$ cat src/sks_pkg.sv
package sks_pkg;

  localparam int unsigned OP_W      = 2;
  localparam int unsigned KEY_IN_W  = 32;
  localparam int unsigned POS_W     = 5;
  localparam int unsigned CNT_W     = 5;
  localparam int unsigned OUT_DATA_W = 16;

  localparam logic [OP_W-1:0] OP_INSERT = 2'd0;
  localparam logic [OP_W-1:0] OP_REMOVE = 2'd1;
  localparam logic [OP_W-1:0] OP_FIND   = 2'd2;

  // Read address select for the entry store
  typedef enum logic [1:0] {
    RA_IDX  = 2'd0,
    RA_DEC  = 2'd1,
    RA_INC  = 2'd2,
    RA_NONE = 2'd3
  } rd_sel_t;

  typedef struct packed {
    logic    load;         // latch a new request, clear flags, idx = 0
    logic    rd_en;
    rd_sel_t rd_sel;
    logic    idx_inc;
    logic    idx_dec;
    logic    idx_from_cnt;
    logic    idx_from_pos;
    logic    pos_from_idx;
    logic    pos_from_inc;
    logic    found_set;    // found <= (read data == key)
    logic    wr_shift;     // mem[idx] <= read data
    logic    wr_key;       // mem[pos] <= key
    logic    cnt_inc;
    logic    cnt_dec;
    logic    changed_set;
    logic    refused_set;
    logic    out_load;
  } cmd_t;

  typedef struct packed {
    logic cnt_zero;
    logic cnt_full;
    logic less;
    logic idx_last;       // idx + 1 == count
    logic idx_next_pos;   // idx - 1 == pos
    logic pos_at_cnt;     // pos == count
    logic is_insert;
    logic is_remove;
    logic found;
    logic out_busy;
  } status_t;

endpackage

$ cat src/sorted_key_set.sv
// Channel | Direction | Ports                      | Contents
// in      | slave     | in_tvalid/tready/tdata/tuser | request: op, key
// out     | master     | out_tvalid/tready/tdata     | result: flags, position, count
//
// One request at a time. The search reads each stored key (read, then compare)
// through the single-port entry memory (registered read), then an insert moves
// the larger entries up one slot each (read, write) and a remove moves the later
// entries down one slot each (check, read, write).
// Reset empties the set; entry contents need no clearing.
// A finished result waits in the output register; a stalled out side holds
// the controller in its result state and the next request waits.
module sorted_key_set #(
  parameter int unsigned CAPACITY  = 16,
  parameter int unsigned KEY_WIDTH = 32
) (
  input  logic                           clk,
  input  logic                           rst_n,
  input  logic                           in_tvalid,
  output logic                           in_tready,
  input  logic [sks_pkg::KEY_IN_W-1:0]   in_tdata,   // [31:0] key
  input  logic [sks_pkg::OP_W-1:0]       in_tuser,   // [1:0] op
  output logic                           out_tvalid,
  input  logic                           out_tready,
  output logic [sks_pkg::OUT_DATA_W-1:0] out_tdata   // [0] found, [1] changed,
                                                     // [2] full_refused,
                                                     // [7:3] position, [12:8] count
);
  import sks_pkg::*;

  cmd_t    cmd;
  status_t sts;

  sks_ctrl u_ctrl (
    .clk       (clk),
    .rst_n     (rst_n),
    .in_tvalid (in_tvalid),
    .in_tready (in_tready),
    .sts       (sts),
    .cmd       (cmd)
  );

  sks_dp #(
    .CAPACITY  (CAPACITY),
    .KEY_WIDTH (KEY_WIDTH)
  ) u_dp (
    .clk        (clk),
    .rst_n      (rst_n),
    .in_op      (in_tuser),
    .in_key     (in_tdata),
    .cmd        (cmd),
    .sts        (sts),
    .out_tvalid (out_tvalid),
    .out_tready (out_tready),
    .out_tdata  (out_tdata)
  );

endmodule

$ cat src/sks_ctrl.sv
module sks_ctrl (
  input  logic             clk,
  input  logic             rst_n,
  input  logic             in_tvalid,
  output logic             in_tready,
  input  sks_pkg::status_t sts,
  output sks_pkg::cmd_t    cmd
);
  import sks_pkg::*;

  typedef enum logic [10:0] {
    S_IDLE = 11'b000_0000_0001,
    S_SRD  = 11'b000_0000_0010,
    S_SCMP = 11'b000_0000_0100,
    S_DEC  = 11'b000_0000_1000,
    S_IRD  = 11'b000_0001_0000,
    S_IWR  = 11'b000_0010_0000,
    S_IPUT = 11'b000_0100_0000,
    S_RCHK = 11'b000_1000_0000,
    S_RRD  = 11'b001_0000_0000,
    S_RWR  = 11'b010_0000_0000,
    S_RES  = 11'b100_0000_0000
  } state_t;

  state_t state_r, state_nxt;

  assign in_tready = (state_r == S_IDLE);

  always_ff @(posedge clk) begin
    if (!rst_n) begin
      state_r <= S_IDLE;
    end else begin
      state_r <= state_nxt;
    end
  end

  always_comb begin
    cmd       = '0;
    cmd.rd_sel = RA_NONE;
    state_nxt = state_r;
    unique case (state_r)
      S_IDLE: begin
        if (in_tvalid) begin
          cmd.load  = 1'b1;
          state_nxt = S_SRD;
        end
      end
      S_SRD: begin
        // empty store: nothing to scan
        if (sts.cnt_zero) begin
          state_nxt = S_DEC;
        end else begin
          cmd.rd_en  = 1'b1;
          cmd.rd_sel = RA_IDX;
          state_nxt  = S_SCMP;
        end
      end
      S_SCMP: begin
        if (sts.less) begin
          if (sts.idx_last) begin
            cmd.pos_from_inc = 1'b1;
            state_nxt        = S_DEC;
          end else begin
            cmd.idx_inc = 1'b1;
            state_nxt   = S_SRD;
          end
        end else begin
          cmd.pos_from_idx = 1'b1;
          cmd.found_set    = 1'b1;
          state_nxt        = S_DEC;
        end
      end
      S_DEC: begin
        if (sts.is_insert && !sts.found) begin
          if (sts.cnt_full) begin
            cmd.refused_set = 1'b1;
            state_nxt       = S_RES;
          end else if (sts.pos_at_cnt) begin
            state_nxt = S_IPUT;
          end else begin
            cmd.idx_from_cnt = 1'b1;
            state_nxt        = S_IRD;
          end
        end else if (sts.is_remove && sts.found) begin
          cmd.idx_from_pos = 1'b1;
          state_nxt        = S_RCHK;
        end else begin
          state_nxt = S_RES;
        end
      end
      S_IRD: begin
        cmd.rd_en  = 1'b1;
        cmd.rd_sel = RA_DEC;
        state_nxt  = S_IWR;
      end
      S_IWR: begin
        // move one larger key up a slot
        cmd.wr_shift = 1'b1;
        cmd.idx_dec  = 1'b1;
        state_nxt    = sts.idx_next_pos ? S_IPUT : S_IRD;
      end
      S_IPUT: begin
        cmd.wr_key      = 1'b1;
        cmd.cnt_inc     = 1'b1;
        cmd.changed_set = 1'b1;
        state_nxt       = S_RES;
      end
      S_RCHK: begin
        if (sts.idx_last) begin
          cmd.cnt_dec     = 1'b1;
          cmd.changed_set = 1'b1;
          state_nxt       = S_RES;
        end else begin
          state_nxt = S_RRD;
        end
      end
      S_RRD: begin
        cmd.rd_en  = 1'b1;
        cmd.rd_sel = RA_INC;
        state_nxt  = S_RWR;
      end
      S_RWR: begin
        cmd.wr_shift = 1'b1;
        cmd.idx_inc  = 1'b1;
        state_nxt    = S_RCHK;
      end
      S_RES: begin
        // hold until the result register is free
        if (!sts.out_busy) begin
          cmd.out_load = 1'b1;
          state_nxt    = S_IDLE;
        end
      end
      default: begin
        state_nxt = S_IDLE;
      end
    endcase
  end

endmodule

$ cat src/sks_dp.sv
module sks_dp #(
  parameter int unsigned CAPACITY  = 16,
  parameter int unsigned KEY_WIDTH = 32
) (
  input  logic                              clk,
  input  logic                              rst_n,
  input  logic [sks_pkg::OP_W-1:0]          in_op,
  input  logic [sks_pkg::KEY_IN_W-1:0]      in_key,
  input  sks_pkg::cmd_t                     cmd,
  output sks_pkg::status_t                  sts,
  output logic                              out_tvalid,
  input  logic                              out_tready,
  output logic [sks_pkg::OUT_DATA_W-1:0]    out_tdata
);
  import sks_pkg::*;

  localparam int unsigned AW = $clog2(CAPACITY);
  localparam int unsigned IW = $clog2(CAPACITY + 1);

  logic [KEY_WIDTH-1:0] mem [0:CAPACITY-1];

  logic [OP_W-1:0]      op_r;
  logic [KEY_WIDTH-1:0] key_r;
  logic [KEY_WIDTH-1:0] rdata_r;
  logic [IW-1:0]        idx_r;
  logic [IW-1:0]        pos_r;
  logic [IW-1:0]        cnt_r;
  logic                 found_r;
  logic                 changed_r;
  logic                 refused_r;
  logic                 out_valid_r;
  logic [OUT_DATA_W-1:0] out_data_r;

  logic [KEY_WIDTH+KEY_IN_W-1:0] key_ext;
  logic [IW-1:0]        idx_inc;
  logic [IW-1:0]        idx_dec;
  logic [IW-1:0]        raddr;
  logic [IW-1:0]        waddr;
  logic [KEY_WIDTH-1:0] wdata;
  logic [IW+POS_W-1:0]  pos_ext;
  logic [IW+CNT_W-1:0]  cnt_ext;

  // keep only the low KEY_WIDTH bits of the incoming key
  assign key_ext = {{KEY_WIDTH{1'b0}}, in_key};
  assign idx_inc = idx_r + IW'(1);
  assign idx_dec = idx_r - IW'(1);

  always_comb begin
    case (cmd.rd_sel)
      RA_DEC:  raddr = idx_dec;
      RA_INC:  raddr = idx_inc;
      default: raddr = idx_r;
    endcase
  end

  assign waddr = cmd.wr_key ? pos_r : idx_r;
  assign wdata = cmd.wr_key ? key_r : rdata_r;

  always_ff @(posedge clk) begin
    if (cmd.rd_en) begin
      rdata_r <= mem[raddr[AW-1:0]];
    end
    if (cmd.wr_shift || cmd.wr_key) begin
      mem[waddr[AW-1:0]] <= wdata;
    end
  end

  always_ff @(posedge clk) begin
    if (cmd.load) begin
      op_r  <= in_op;
      key_r <= key_ext[KEY_WIDTH-1:0];
    end
  end

  always_ff @(posedge clk) begin
    if (!rst_n) begin
      idx_r       <= '0;
      pos_r       <= '0;
      cnt_r       <= '0;
      found_r     <= 1'b0;
      changed_r   <= 1'b0;
      refused_r   <= 1'b0;
      out_valid_r <= 1'b0;
    end else begin
      if (cmd.load) begin
        idx_r     <= '0;
        pos_r     <= '0;
        found_r   <= 1'b0;
        changed_r <= 1'b0;
        refused_r <= 1'b0;
      end else begin
        if (cmd.idx_inc)      idx_r <= idx_inc;
        if (cmd.idx_dec)      idx_r <= idx_dec;
        if (cmd.idx_from_cnt) idx_r <= cnt_r;
        if (cmd.idx_from_pos) idx_r <= pos_r;
        if (cmd.pos_from_idx) pos_r <= idx_r;
        if (cmd.pos_from_inc) pos_r <= idx_inc;
        if (cmd.found_set)    found_r <= (rdata_r == key_r);
        if (cmd.changed_set)  changed_r <= 1'b1;
        if (cmd.refused_set)  refused_r <= 1'b1;
      end
      if (cmd.cnt_inc) cnt_r <= cnt_r + IW'(1);
      if (cmd.cnt_dec) cnt_r <= cnt_r - IW'(1);
      if (cmd.out_load) begin
        out_valid_r <= 1'b1;
      end else if (out_tready) begin
        out_valid_r <= 1'b0;
      end
    end
  end

  assign pos_ext = {{POS_W{1'b0}}, pos_r};
  assign cnt_ext = {{CNT_W{1'b0}}, cnt_r};

  always_ff @(posedge clk) begin
    if (cmd.out_load) begin
      out_data_r <= {3'b000, cnt_ext[CNT_W-1:0], pos_ext[POS_W-1:0],
                     refused_r, changed_r, found_r};
    end
  end

  assign out_tvalid = out_valid_r;
  assign out_tdata  = out_data_r;

  assign sts.cnt_zero     = (cnt_r == '0);
  assign sts.cnt_full     = (cnt_r == IW'(CAPACITY));
  assign sts.less         = (rdata_r < key_r);
  assign sts.idx_last     = (idx_inc == cnt_r);
  assign sts.idx_next_pos = (idx_dec == pos_r);
  assign sts.pos_at_cnt   = (pos_r == cnt_r);
  assign sts.is_insert    = (op_r == OP_INSERT);
  assign sts.is_remove    = (op_r == OP_REMOVE);
  assign sts.found        = found_r;
  assign sts.out_busy     = out_valid_r && !out_tready;

endmodule

$ cat config.mk
export PLATFORM = sky130hd
export DESIGN_NAME = sorted_key_set
export DESIGN_NICKNAME = d
export VERILOG_FILES = /design/src/sks_pkg.sv /design/src/sorted_key_set.sv /design/src/sks_ctrl.sv /design/src/sks_dp.sv
export SDC_FILE = /design/constraint.sdc
export NUM_CORES = 1
export LEC_CHECK = 0
export ABC_AREA = 0
export BUFFER_PORTS_ARGS = -buffer_cell sky130_fd_sc_hd__buf_2
export CAP_MARGIN = 20
export CORE_MARGIN = 4
export CORE_UTILIZATION = 40
export CTS_BUF_LIST = sky130_fd_sc_hd__clkbuf_8
export DETAILED_ROUTE_END_ITERATION = 7
export PLACE_DENSITY = 0.61
export SYNTH_ARGS = -nofsm -noshare
export SYNTH_HDL_FRONTEND = slang
export SYNTH_HIERARCHICAL = 1
export SYNTH_SLANG_ARGS = --single-unit
export TNS_END_PERCENT = 10
$ cat constraint.sdc
create_clock -name clk -period 7.6 [get_ports clk]
set_clock_uncertainty 0.1 [all_clocks]
set_input_delay 1.52 -clock clk [delete_from_list [all_inputs] [get_ports clk]]
set_output_delay 1.52 -clock clk [all_outputs]
set_load 0.03 [all_outputs]
==> results of run 1 <==
through the flow:
stage	total power [mW]	worst slack [ps]	hold WS [ps]
floorplan	4.07	2760	306
global placement	4.16	1960	319
detailed placement	4.16	1920	325
CTS	6.88	1880	340
global route	7.09	1960	353
finish	6.79	2230	336
cell families (layout without fill, tap and decap cells):
group,after synthesis,in the layout,share of synthesized area
buffers and inverters,125,325,0.0344
AND/OR/NAND/NOR,161,161,0.0337
adder cells (fa/ha/maj),40,40,0.0196
flip-flops,621,621,0.706
AO/OA/AOI/OAI,102,102,0.0263
XOR/XNOR,29,29,0.00978
multiplexers,259,259,0.170
other,1,4,0.000144
registers in the layout, summed over array words and instances (netlist names):
signal           count
u_dp/out_tvalid      1
u_dp/idx_r           5
u_dp/rdata_r        32
u_ctrl/state_r      11
u_dp/cnt_r           5
u_dp/pos_r           5
u_dp/out_tdata      13
u_dp/mem           512
u_dp/op_r            2
u_dp/found_r         1
u_dp/key_r          32
u_dp/changed_r       1
u_dp/refused_r       1
power groups by stage:
| stage | registers [mW] | logic, mW | clock network (mW) |
|---|---|---|---|
| detailed placement | 3.88 | 0.278 | 0 |
| global route | 3.81 | 0.305 | 2.97 |
| floorplan | 3.87 | 0.198 | 0 |
| global placement | 3.88 | 0.272 | 0 |
| finish | 3.81 | 0.275 | 2.70 |
| CTS | 3.81 | 0.279 | 2.79 |
area by class of cell:
cell class,instances,area (µm²),area share
Multi-Input combinational cell,594,6920,0.239
Timing Repair Buffer,83,543,0.0187
Inverter,55,206,0.00712
Clock buffer,107,1470,0.0508
Antenna cell,1,2.50,0.0000863
Tap cell,855,1070,0.0369
Sequential cell,621,18300,0.633
Clock inverter,80,428,0.0148
synthesized netlist by cell type (4+ instances only):
cell type | count | share of area
sky130_fd_sc_hd__a21o_1 | 11 | 0.0032
sky130_fd_sc_hd__nand4_1 | 8 | 0.0019
sky130_fd_sc_hd__nand2b_1 | 4 | 0.00096
sky130_fd_sc_hd__ha_1 | 39 | 0.019
sky130_fd_sc_hd__o21ai_0 | 10 | 0.0019
sky130_fd_sc_hd__nand2_1 | 17 | 0.0025
sky130_fd_sc_hd__nand3_1 | 15 | 0.0029
sky130_fd_sc_hd__buf_2 | 6 | 0.0012
sky130_fd_sc_hd__dfxtp_1 | 30 | 0.023
sky130_fd_sc_hd__or3_1 | 4 | 0.00096
sky130_fd_sc_hd__and3_1 | 5 | 0.0012
sky130_fd_sc_hd__mux2i_1 | 100 | 0.039
sky130_fd_sc_hd__nor2_1 | 54 | 0.0078
sky130_fd_sc_hd__buf_4 | 13 | 0.0038
sky130_fd_sc_hd__xnor2_1 | 20 | 0.0067
sky130_fd_sc_hd__clkbuf_1 | 17 | 0.0025
sky130_fd_sc_hd__buf_12 | 13 | 0.010
sky130_fd_sc_hd__xor2_1 | 9 | 0.0030
sky130_fd_sc_hd__a211oi_1 | 10 | 0.0029
sky130_fd_sc_hd__and2_1 | 5 | 0.0012
sky130_fd_sc_hd__nor3b_1 | 4 | 0.0012
sky130_fd_sc_hd__a31oi_1 | 8 | 0.0019
sky130_fd_sc_hd__clkbuf_8 | 5 | 0.0026
sky130_fd_sc_hd__nor3_1 | 10 | 0.0019
sky130_fd_sc_hd__buf_6 | 11 | 0.0048
sky130_fd_sc_hd__mux4_1 | 48 | 0.049
sky130_fd_sc_hd__nor4_1 | 4 | 0.00096
sky130_fd_sc_hd__inv_1 | 55 | 0.0079
sky130_fd_sc_hd__mux2_2 | 31 | 0.013
sky130_fd_sc_hd__a21oi_1 | 36 | 0.0069
sky130_fd_sc_hd__mux4_2 | 80 | 0.069
sky130_fd_sc_hd__edfxtp_1 | 591 | 0.68
sky130_fd_sc_hd__nor2b_1 | 8 | 0.0019
worst reg2reg max path, stage by stage (launching register included):
cell                      delay, ps
sky130_fd_sc_hd__dfxtp_1        420
sky130_fd_sc_hd__or4_1          580
sky130_fd_sc_hd__nor2_1         240
sky130_fd_sc_hd__inv_1           70
sky130_fd_sc_hd__nor4_1         580
sky130_fd_sc_hd__a31oi_4        300
sky130_fd_sc_hd__nand2_1        230
sky130_fd_sc_hd__inv_1           70
sky130_fd_sc_hd__ha_1           450
sky130_fd_sc_hd__o21ai_1        220
sky130_fd_sc_hd__o21a_4         810
sky130_fd_sc_hd__buf_4          620
sky130_fd_sc_hd__mux2i_1        280
sky130_fd_sc_hd__mux2i_1        110
path summary, 6_finish.rpt:
path / cells after the start / endpoint / start
worst max-delay path: 13 / u_dp/rdata_r[9] / u_dp/cnt_r[0]
worst min-delay path: 0 / u_dp/out_tdata[1] / u_dp/changed_r
worst max register to register: 13 / u_dp/rdata_r[9] / u_dp/cnt_r[0]
worst min register to register: 0 / u_dp/out_tdata[1] / u_dp/changed_r
routing by layer:
metal,GRT usage,up-vias
met3,0.0260,93
met4,0.0553,0
met5,0,-
met1,0.220,6662
met2,0.266,332
li1,-,5675
==> results, run 1 <==
- In this run the remaining antenna-violating nets after routing total 0.
- Traced cell by cell, the critical path runs through or4_1 > nor2_1 > inv_1 > nor4_1 > a31oi_4 > nand2_1 > inv_1 > ha_1 > o21ai_1 > o21a_4 > buf_4 > mux2i_1 > mux2i_1.
- After the last flow step, the layout net total stands at 1535.
- The count of final max-slew check failures came to 0.
- For this run, design rule violations remaining after detail routing come to 0.
- The async set-or-reset flop fraction in the synthesized netlist is 0.
- Timing would allow up to 186 MHz.
- The peak supply drop is 0.000133 V.
- The switching power as a share of total power is 0.220.
- The internal power of the cells is 5.29 mW.
- Counting I/O delays and the setup requirement, the final critical path takes 5370 ps.
- The source-to-sink clock delay at the later pin of the worst-skew pair is 680 ps.
- For this configuration, the core starts out at a cell density of 0.404.
- The pin count of the biggest net entering global routing is 129.
- The global-route congestion overflow total is 0.
- In the final routing, the length of wire on met1 measures 24400 µm.
- Measured against its own limit, the worst slew margin works out to 0.277.
- The layout cell share with drive strength beyond 1 is 0.230.
- The class of the tightest hold or removal check is reg2reg.
- CTS built an H-tree with a depth of 3.
- Wire segments on met2 add up to 27800 µm in the final route.
- The critical path arrival is 5640 ps.
- The actual transition at the worst max-transition pin is 1080 ps.
- Of the total power, combinational logic draws 0.041.
- The setup slack of the most critical reg-to-reg path is 2230 ps.
- Dividing the detail-routed via count by the number of cells gives 5.33.
- After filler insertion, the fill cell instance count of the layout stands at 5458.
- The count of mapped cells out of synthesis is 1338.
- After synthesis the cells add up to 26000 µm².
- Clock-pin slew was measured on the worst setup and hold paths at 60 ps.
- The setup TNS is 0 ps.
- The synthesis warning total is 6.
- The die covers 69100 µm².
- The top-level port count is 56.
- Dividing total power by cell area gives a power density of 234 nW/µm².
- The part of the power in the clock network is 0.398.
- The reported leakage power is 10.7 nW.
- The master cell of the clock root buffer is sky130_fd_sc_hd__clkbuf_8.
- The number of global-route vias before repair is 13300.
- After legalization and detailed placement, the total HPWL measured 31000 µm.
- The floorplan die width is 263 µm.
- The leading cell type in the layout, fill and taps excluded is sky130_fd_sc_hd__edfxtp_1.
- The number of distinct library cells after synthesis is 73.
- The worst-path maximum fanout is 41.
- The kind of cell with the highest combined delay along the critical path is simple AND/OR/NAND/NOR gates.
- The share of total power dissipated in sequential elements is 0.562.
- For this design, the slowest cell found on the critical path is sky130_fd_sc_hd__o21a_4.
- TritonCTS built the clock tree.
- During placement, the flow inserted port buffers numbering 52.
- The flow ran to the end, and the final reports show no timing, DRC or antenna violations.
- The power spent charging and discharging nets is 1.49 mW.
- The worst setup path is captured at a flip-flop.
- For this run, the leading register cell type out of synthesis is sky130_fd_sc_hd__edfxtp_1.
- Summing over every cut layer, the via total after detailed routing is 12800.
- The post-synthesis average cell area is 19.4 µm².
- The number of sinks handled by clock tree synthesis is 621.
- The aggregate routed wire length is 56300 µm.
- The first TritonRoute pass finished after 5 iterations.
- The total instance count after detailed placement is 2207.
- The number of hold violations in the final report is 0.
- The global-route wire length before repair is 83900 µm.
- The congestion estimate from routability-driven global placement came to 0.783.
- The number of maximum-capacitance constraint violations is 0.
- After the first detailed-routing iteration, the DRC count stood at 1001.
- Post-CTS repair changed the size of 0 cells.
- The maximum single-stage delay on the critical path is 810 ps.
- The sequential area share after synthesis is 0.706.
- In this run the vertical extent of the chip is 263 µm.
- The total setup buffers inserted after CTS is 0.
- The type of the setup path with the least slack is reg2reg.
- The worst setup path is launched from a flip-flop.
- Setup repair after global routing left no endpoint under its margin.
- The number of antenna violations at the first check in global routing is 1.
- The post-placement cell area is 27100 µm².
- The count of standard-cell rows is 93.
- The region available for standard cell placement spans 64300 µm².
- Together, buffers and inverters on the worst path number 3.
- The number of enable flip-flop cells after synthesis is 591.
- The post-route cell area is 29000 µm².
- The area growth from synthesis to layout is 11.6%.
- Setup violations remaining at the end of the flow were counted as 0.
- The maximum buffer depth of the clock tree is 3.
- The TritonCTS buffer count is 102.
- The synthesized design contains 621 register bits.
- In the finished design, the share of the clock period the worst path needs comes to 0.707.
- The top cell types in the final layout, fill and taps aside, are sky130_fd_sc_hd__edfxtp_1 (591), sky130_fd_sc_hd__clkbuf_8 (107), sky130_fd_sc_hd__mux2i_1 (100).
- The filler-free cell count of the finished design is 2396.
- The number of hold-repair buffers added at the cts stage is 0.
- The routed design uses 2760 µm of met3 wire.
- The top metal layer carrying routed signals is met4.
- The data required time at the worst endpoint is 7870 ps.
- Across every metal layer, demand over resource in global routing totals 0.161.
- For this run, the share of the core covered by cells in the final layout is 0.450.
- The final routed wire length divided by cell count is 23.5 µm.
Power figures use the tool's default switching activity.
==> run 2: changes to the inputs <==
Settings changed: ABC_AREA 0 to 1.
Clock period 7.6 ns to 5.2 ns, I/O delays scaled along.
==> run 2 against run 1 <==
Synthesized area increased by 8.3%; combinational power rose to 5.6 times the previous value; power grew 67%; critical endpoint is now u_dp/rdata_r[21]; highest routed layer unchanged; largest power group unchanged; maximum frequency increased by 21%; first-iteration DRC count up 94%; hold slack improved by 9.1 ps; register-to-register slack lost 1500 ps; via count up 54%; cell count grew 57%; global-route usage grew 3.5 points; largest cell class unchanged.
==> results, run 2 <==
- The run finished with clean final reports.
- The power spent charging and discharging nets is 3.14 mW (+110%).
- The sequential cell area in the final layout is 18300 µm² (unchanged).
- The worst-path maximum fanout came to 52 (+27%).
- The signal on the critical path passes through inv_1 > nand4_1 > nor2_1 > inv_1 > nand2_1 > nand3_2 > nand2_1 > inv_1 > ha_1 > inv_1 > nand3_1 > nand2_4 > buf_4 > nand3_1 > nand3_1 > nand3_1 > nand2_1.
- The aggregate routed wire length is 74200 µm (+32%).
- The reported leakage power is 12.7 nW (+19%).
- The adder and majority gate portion of the synthesized area is 0.0181 (-0.00150).
- The switching power as a share of total power is 0.277 (+0.0568).
- The count of standard-cell rows is 96 (+3.2%).
- The number of hold violations in the final report is 0 (unchanged).
- The internal power of the cells was 8.21 mW (+55%).
- The maximum buffer depth of the clock tree is 3 (unchanged).
- The critical path arrival is 4900 ps (-740 ps).
- The maximum single-stage delay on the critical path is 660 ps (-150 ps).
- The final-layout worst hold slack is 345 ps (+9.09 ps).
- The die outline area was 74600 µm² (+8.0%).
- The source-to-sink clock delay at the later pin of the worst-skew pair is 720 ps (+40 ps).
- The worst register-to-register path ends at u_dp/rdata_r[21].
- The share of total power in combinational logic is 0.136 (+0.095).
- The number of hold-repair buffers added at the cts stage is 0 (unchanged).
- The area growth from synthesis to layout is 12.7%.
- The mapped cell area is 28100 µm² (+8.3%).
- The starting density of the core was 0.407 (+0.00289).
- The setup slack of the most critical reg-to-reg path was 770 ps (-1460 ps).
- The clock slew seen by the registers of the worst setup and hold paths is 60 ps (about the same).
- The count of mapped cells out of synthesis came to 2668 (+99%).
- The total DRC errors in the routed layout is 0 (unchanged).
- The part of the power in registers is 0.512 (-0.050).
- The sequential area share after synthesis is 0.652 (-0.0541).
- The setup TNS is 0 ps (unchanged).
- The actual transition at the worst max-transition pin is 1030 ps (-44.0 ps).
- The post-synthesis average cell area is 10.5 µm² (-46%).
- The largest total area in the synthesized netlist belongs to sky130_fd_sc_hd__edfxtp_1.
- The endpoint with the worst hold slack is u_dp/out_tdata[2].
- The count of final max-slew check failures is 0 (unchanged).
- The worst hold path cell count was 0 (unchanged).
- The relative max-transition margin is 0.311 (+0.0343).
- The overall routing resource usage was 0.196 (+0.0346).
- The global-route congestion overflow total is 0 (unchanged).
- The layout cell share with drive strength beyond 1 came to 0.109 (-0.120).
- The area of combinational cells with multiple inputs was 7810 µm² (+13%).
- The most instantiated flip-flop cell in the synthesis netlist is sky130_fd_sc_hd__edfxtp_1.
- The number of fill cells in the layout came to 6428 (+18%).
- Leaving out fill and tap cells, the most frequent cells in the layout are sky130_fd_sc_hd__edfxtp_1 (591), sky130_fd_sc_hd__nand2_1 (572), sky130_fd_sc_hd__nand3_1 (546).
- The detailed-route via count is 19600 (+54%).
- The area share of the leading cell type in the synthesized netlist is 0.631 (-0.0523).
- The peak supply drop is 0.000192 V (+45%).
- The async set-or-reset flop fraction in the synthesized netlist came to 0 (unchanged).
- The worst hold path belongs to the class reg2reg.
- The final setup violation count is 0 (unchanged).
- The pin count of the biggest net entering global routing is 153 (+19%).
- The minimum period implied by the final worst setup slack is 4430 ps (-941 ps).
- The part of the power in the clock network came to 0.352 (-0.046).
- The number of distinct library cells after synthesis is 43 (-41%).
- The slowest cell on the critical path is sky130_fd_sc_hd__nand2_4.
- The launching point of the worst reg2reg path is u_dp/cnt_r[0].
- The length in cells of the worst reg-to-reg path was 17 (+4).
- By area, the combinational part of the netlist is dominated by simple AND/OR/NAND/NOR gates.
- The total setup buffers inserted after CTS is 0 (unchanged).
- The floorplan die width is 273 µm (+3.9%).
- The number of maximum-capacitance constraint violations is 0 (unchanged).
- TritonCTS built the clock tree.
- The synthesis warning total is 6 (unchanged).
- The count of nets left with antenna violations after detail routing was 0 (unchanged).
- The number of DRC markers after the initial detailed-route iteration is 1937 (+94%).
- The power density over the cells is 358 nW/µm² (+53%).
- The largest registers in the layout are u_dp/mem x512, u_dp/key_r x32, u_dp/rdata_r x32.
- The final layout net count came to 2837 (+85%).
- The global-route wire length before repair came to 112000 µm (+34%).
- The timing startpoint of the critical path is u_dp/cnt_r[0].
- After synthesis, the cell types taking the most area are sky130_fd_sc_hd__edfxtp_1 (63%), sky130_fd_sc_hd__nand3_1 (9.7%), sky130_fd_sc_hd__nand2_1 (7.7%).
- The number of flip-flops under the largest register name came to 512 (unchanged).
- The tree is rooted in a sky130_fd_sc_hd__clkbuf_8.
- The top-level port count is 56 (unchanged).
- The number of global-route vias before repair was 18900 (+43%).
- The multiplexer area fraction after synthesis is 0 (-0.170).
- The maximum clock rate is 226 MHz (+21%).
- The leading cell type in the layout, fill and taps excluded is sky130_fd_sc_hd__edfxtp_1.
- The startpoint of the most critical hold path is u_dp/refused_r.
- The final cycle utilization of the critical path is 0.852 (+0.145).
- The number of gates given a new drive strength after cts is 0 (unchanged).
- The data required time at the worst endpoint is 5670 ps (-2200 ps).
- By count the netlist is led by sky130_fd_sc_hd__edfxtp_1 (591), sky130_fd_sc_hd__nand2_1 (578), sky130_fd_sc_hd__nand3_1 (546).
- The most frequent cell after synthesis is sky130_fd_sc_hd__edfxtp_1.
- The H-tree level count is 3 (unchanged).
- The number of antenna violations at the first check in global routing came to 1 (unchanged).
- The TritonCTS buffer count is 102 (unchanged).
- The number of sinks handled by clock tree synthesis is 621 (unchanged).
- The total core area is 69200 µm² (+7.5%).
- The final routed wire length divided by cell count was 19.7 µm (-16%).
- The final HPWL from detailed placement is 38900 µm (+25%).
- The type of the setup path with the least slack is reg2reg.
- The routability-driven placement congestion ratio is 0.866 (+10%).
- The number of enable flip-flop cells after synthesis is 591 (unchanged).
- The simple-gate portion of the synthesized area was 0.229 (+0.196).
- The kind of capture point of the worst setup path is a flip-flop.
- The fraction of the mapped netlist area in compound gates is 0.0224 (-0.00388).
- The post-layout utilization of the core is 0.458 (+0.00767).
- The element type at the critical path start is a flip-flop.
- The detail-routed via count per cell is 5.21 (-2.3%).
- The register with the most flip-flops is u_dp/mem.
- The vertical die dimension is 273 µm (+3.9%).
- The number of iterations in the first detailed-routing pass is 8 (+3).
- The total of buffers placed on input and output ports came to 52 (unchanged).
- The flip-flop and latch count after synthesis is 621 (unchanged).
- Setup repair after global routing left no endpoint under its margin.
- The xor/xnor cell area share of the yosys netlist is 0.00125 (-0.00853).
==> run 2: changes by cell type in the layout (fill, tap and decap cells not counted), moves of 11 or more <==
cell / change
sky130_fd_sc_hd__a21o_1: -11
sky130_fd_sc_hd__buf_12: +15
sky130_fd_sc_hd__nand3_1: +531
sky130_fd_sc_hd__mux2_2: -31
sky130_fd_sc_hd__nand2_1: +555
sky130_fd_sc_hd__nand3b_1: +128
sky130_fd_sc_hd__nor2_1: +20
sky130_fd_sc_hd__xnor2_1: -20
sky130_fd_sc_hd__mux4_2: -80
sky130_fd_sc_hd__inv_1: +297
sky130_fd_sc_hd__mux2i_1: -100
sky130_fd_sc_hd__o21ai_0: +47
sky130_fd_sc_hd__buf_4: +35
sky130_fd_sc_hd__mux4_1: -48
==> run 2: final cells by class <==
| cell class | instances | share of cell area |
|---|---|---|
| sequential | 621 | 0.579 |
| multi-input combinational | 1532 | 0.246 |
| clock buffer | 105 | 0.0456 |
| inverter | 369 | 0.0437 |
| tap | 931 | 0.0368 |
| timing repair buffer | 133 | 0.0349 |
| clock inverter | 81 | 0.0137 |
| antenna | 1 | 0.0000790 |
==> run 2: power groups by stage <==
stage	clock network, mW	registers (mW)	logic [mW]
floorplan	0	5.91	0.970
global placement	0	5.91	1.51
detailed placement	0	5.92	1.53
CTS	4.11	5.81	1.54
global route	4.35	5.82	1.70
finish	4.00	5.81	1.54
==> run 2: worst max-delay path by stage <==
stage	end	slack, ps	cells past startpoint
5_1_grt	u_dp/rdata_r[2]	430	18
4_1_cts	u_dp/rdata_r[18]	800	17
2_1_floorplan	u_dp/mem[10][0]	1650	11
3_5_place_dp	u_dp/rdata_r[18]	860	17
6_report	u_dp/rdata_r[21]	770	17
3_3_place_gp	u_dp/rdata_r[4]	950	18
==> run 2: through the flow <==
stage / setup WS, ps / power, mW / cell area [µm²] / std cells
2_1_floorplan: 1650 / 6.88 / 28100 / 2670
3_3_place_gp: 947 / 7.42 / 29800 / 3584
3_5_place_dp: 855 / 7.45 / 29800 / 3584
4_1_cts: 797 / 11.5 / 31700 / 3770
5_1_grt: 425 / 11.9 / 31700 / 3773
6_report: 767 / 11.4 / 31700 / 3773
==> run 2: per-layer routing <==
| layer | up-vias | part of all wire | global-route usage |
|---|---|---|---|
| met4 | 0 | 0.027 | 0.0649 |
| met2 | 747 | 0.46 | 0.316 |
| met3 | 152 | 0.071 | 0.0342 |
| met1 | 9485 | 0.44 | 0.269 |
| met5 | - | 0 | 0 |
| li1 | 9260 | - | - |
==> run 2: critical path: cells and delay by family, from the launching register on <==
family | cells | cell delay (ps)
fa+ha+maj | 1 | 410
buf+inv | 5 | 900
flops | 1 | 360
simple gates | 11 | 2530
==> run 2: kinds of logic (layout without fill, tap and decap cells) <==
kind of cell / after synthesis / in the layout
buffers and inverters: 517 / 688
adder cells (fa/ha/maj): 40 / 40
other: 1 / 4
flip-flops: 621 / 621
AND/OR/NAND/NOR: 1371 / 1371
XOR/XNOR: 4 / 4
AO/OA/AOI/OAI: 114 / 114
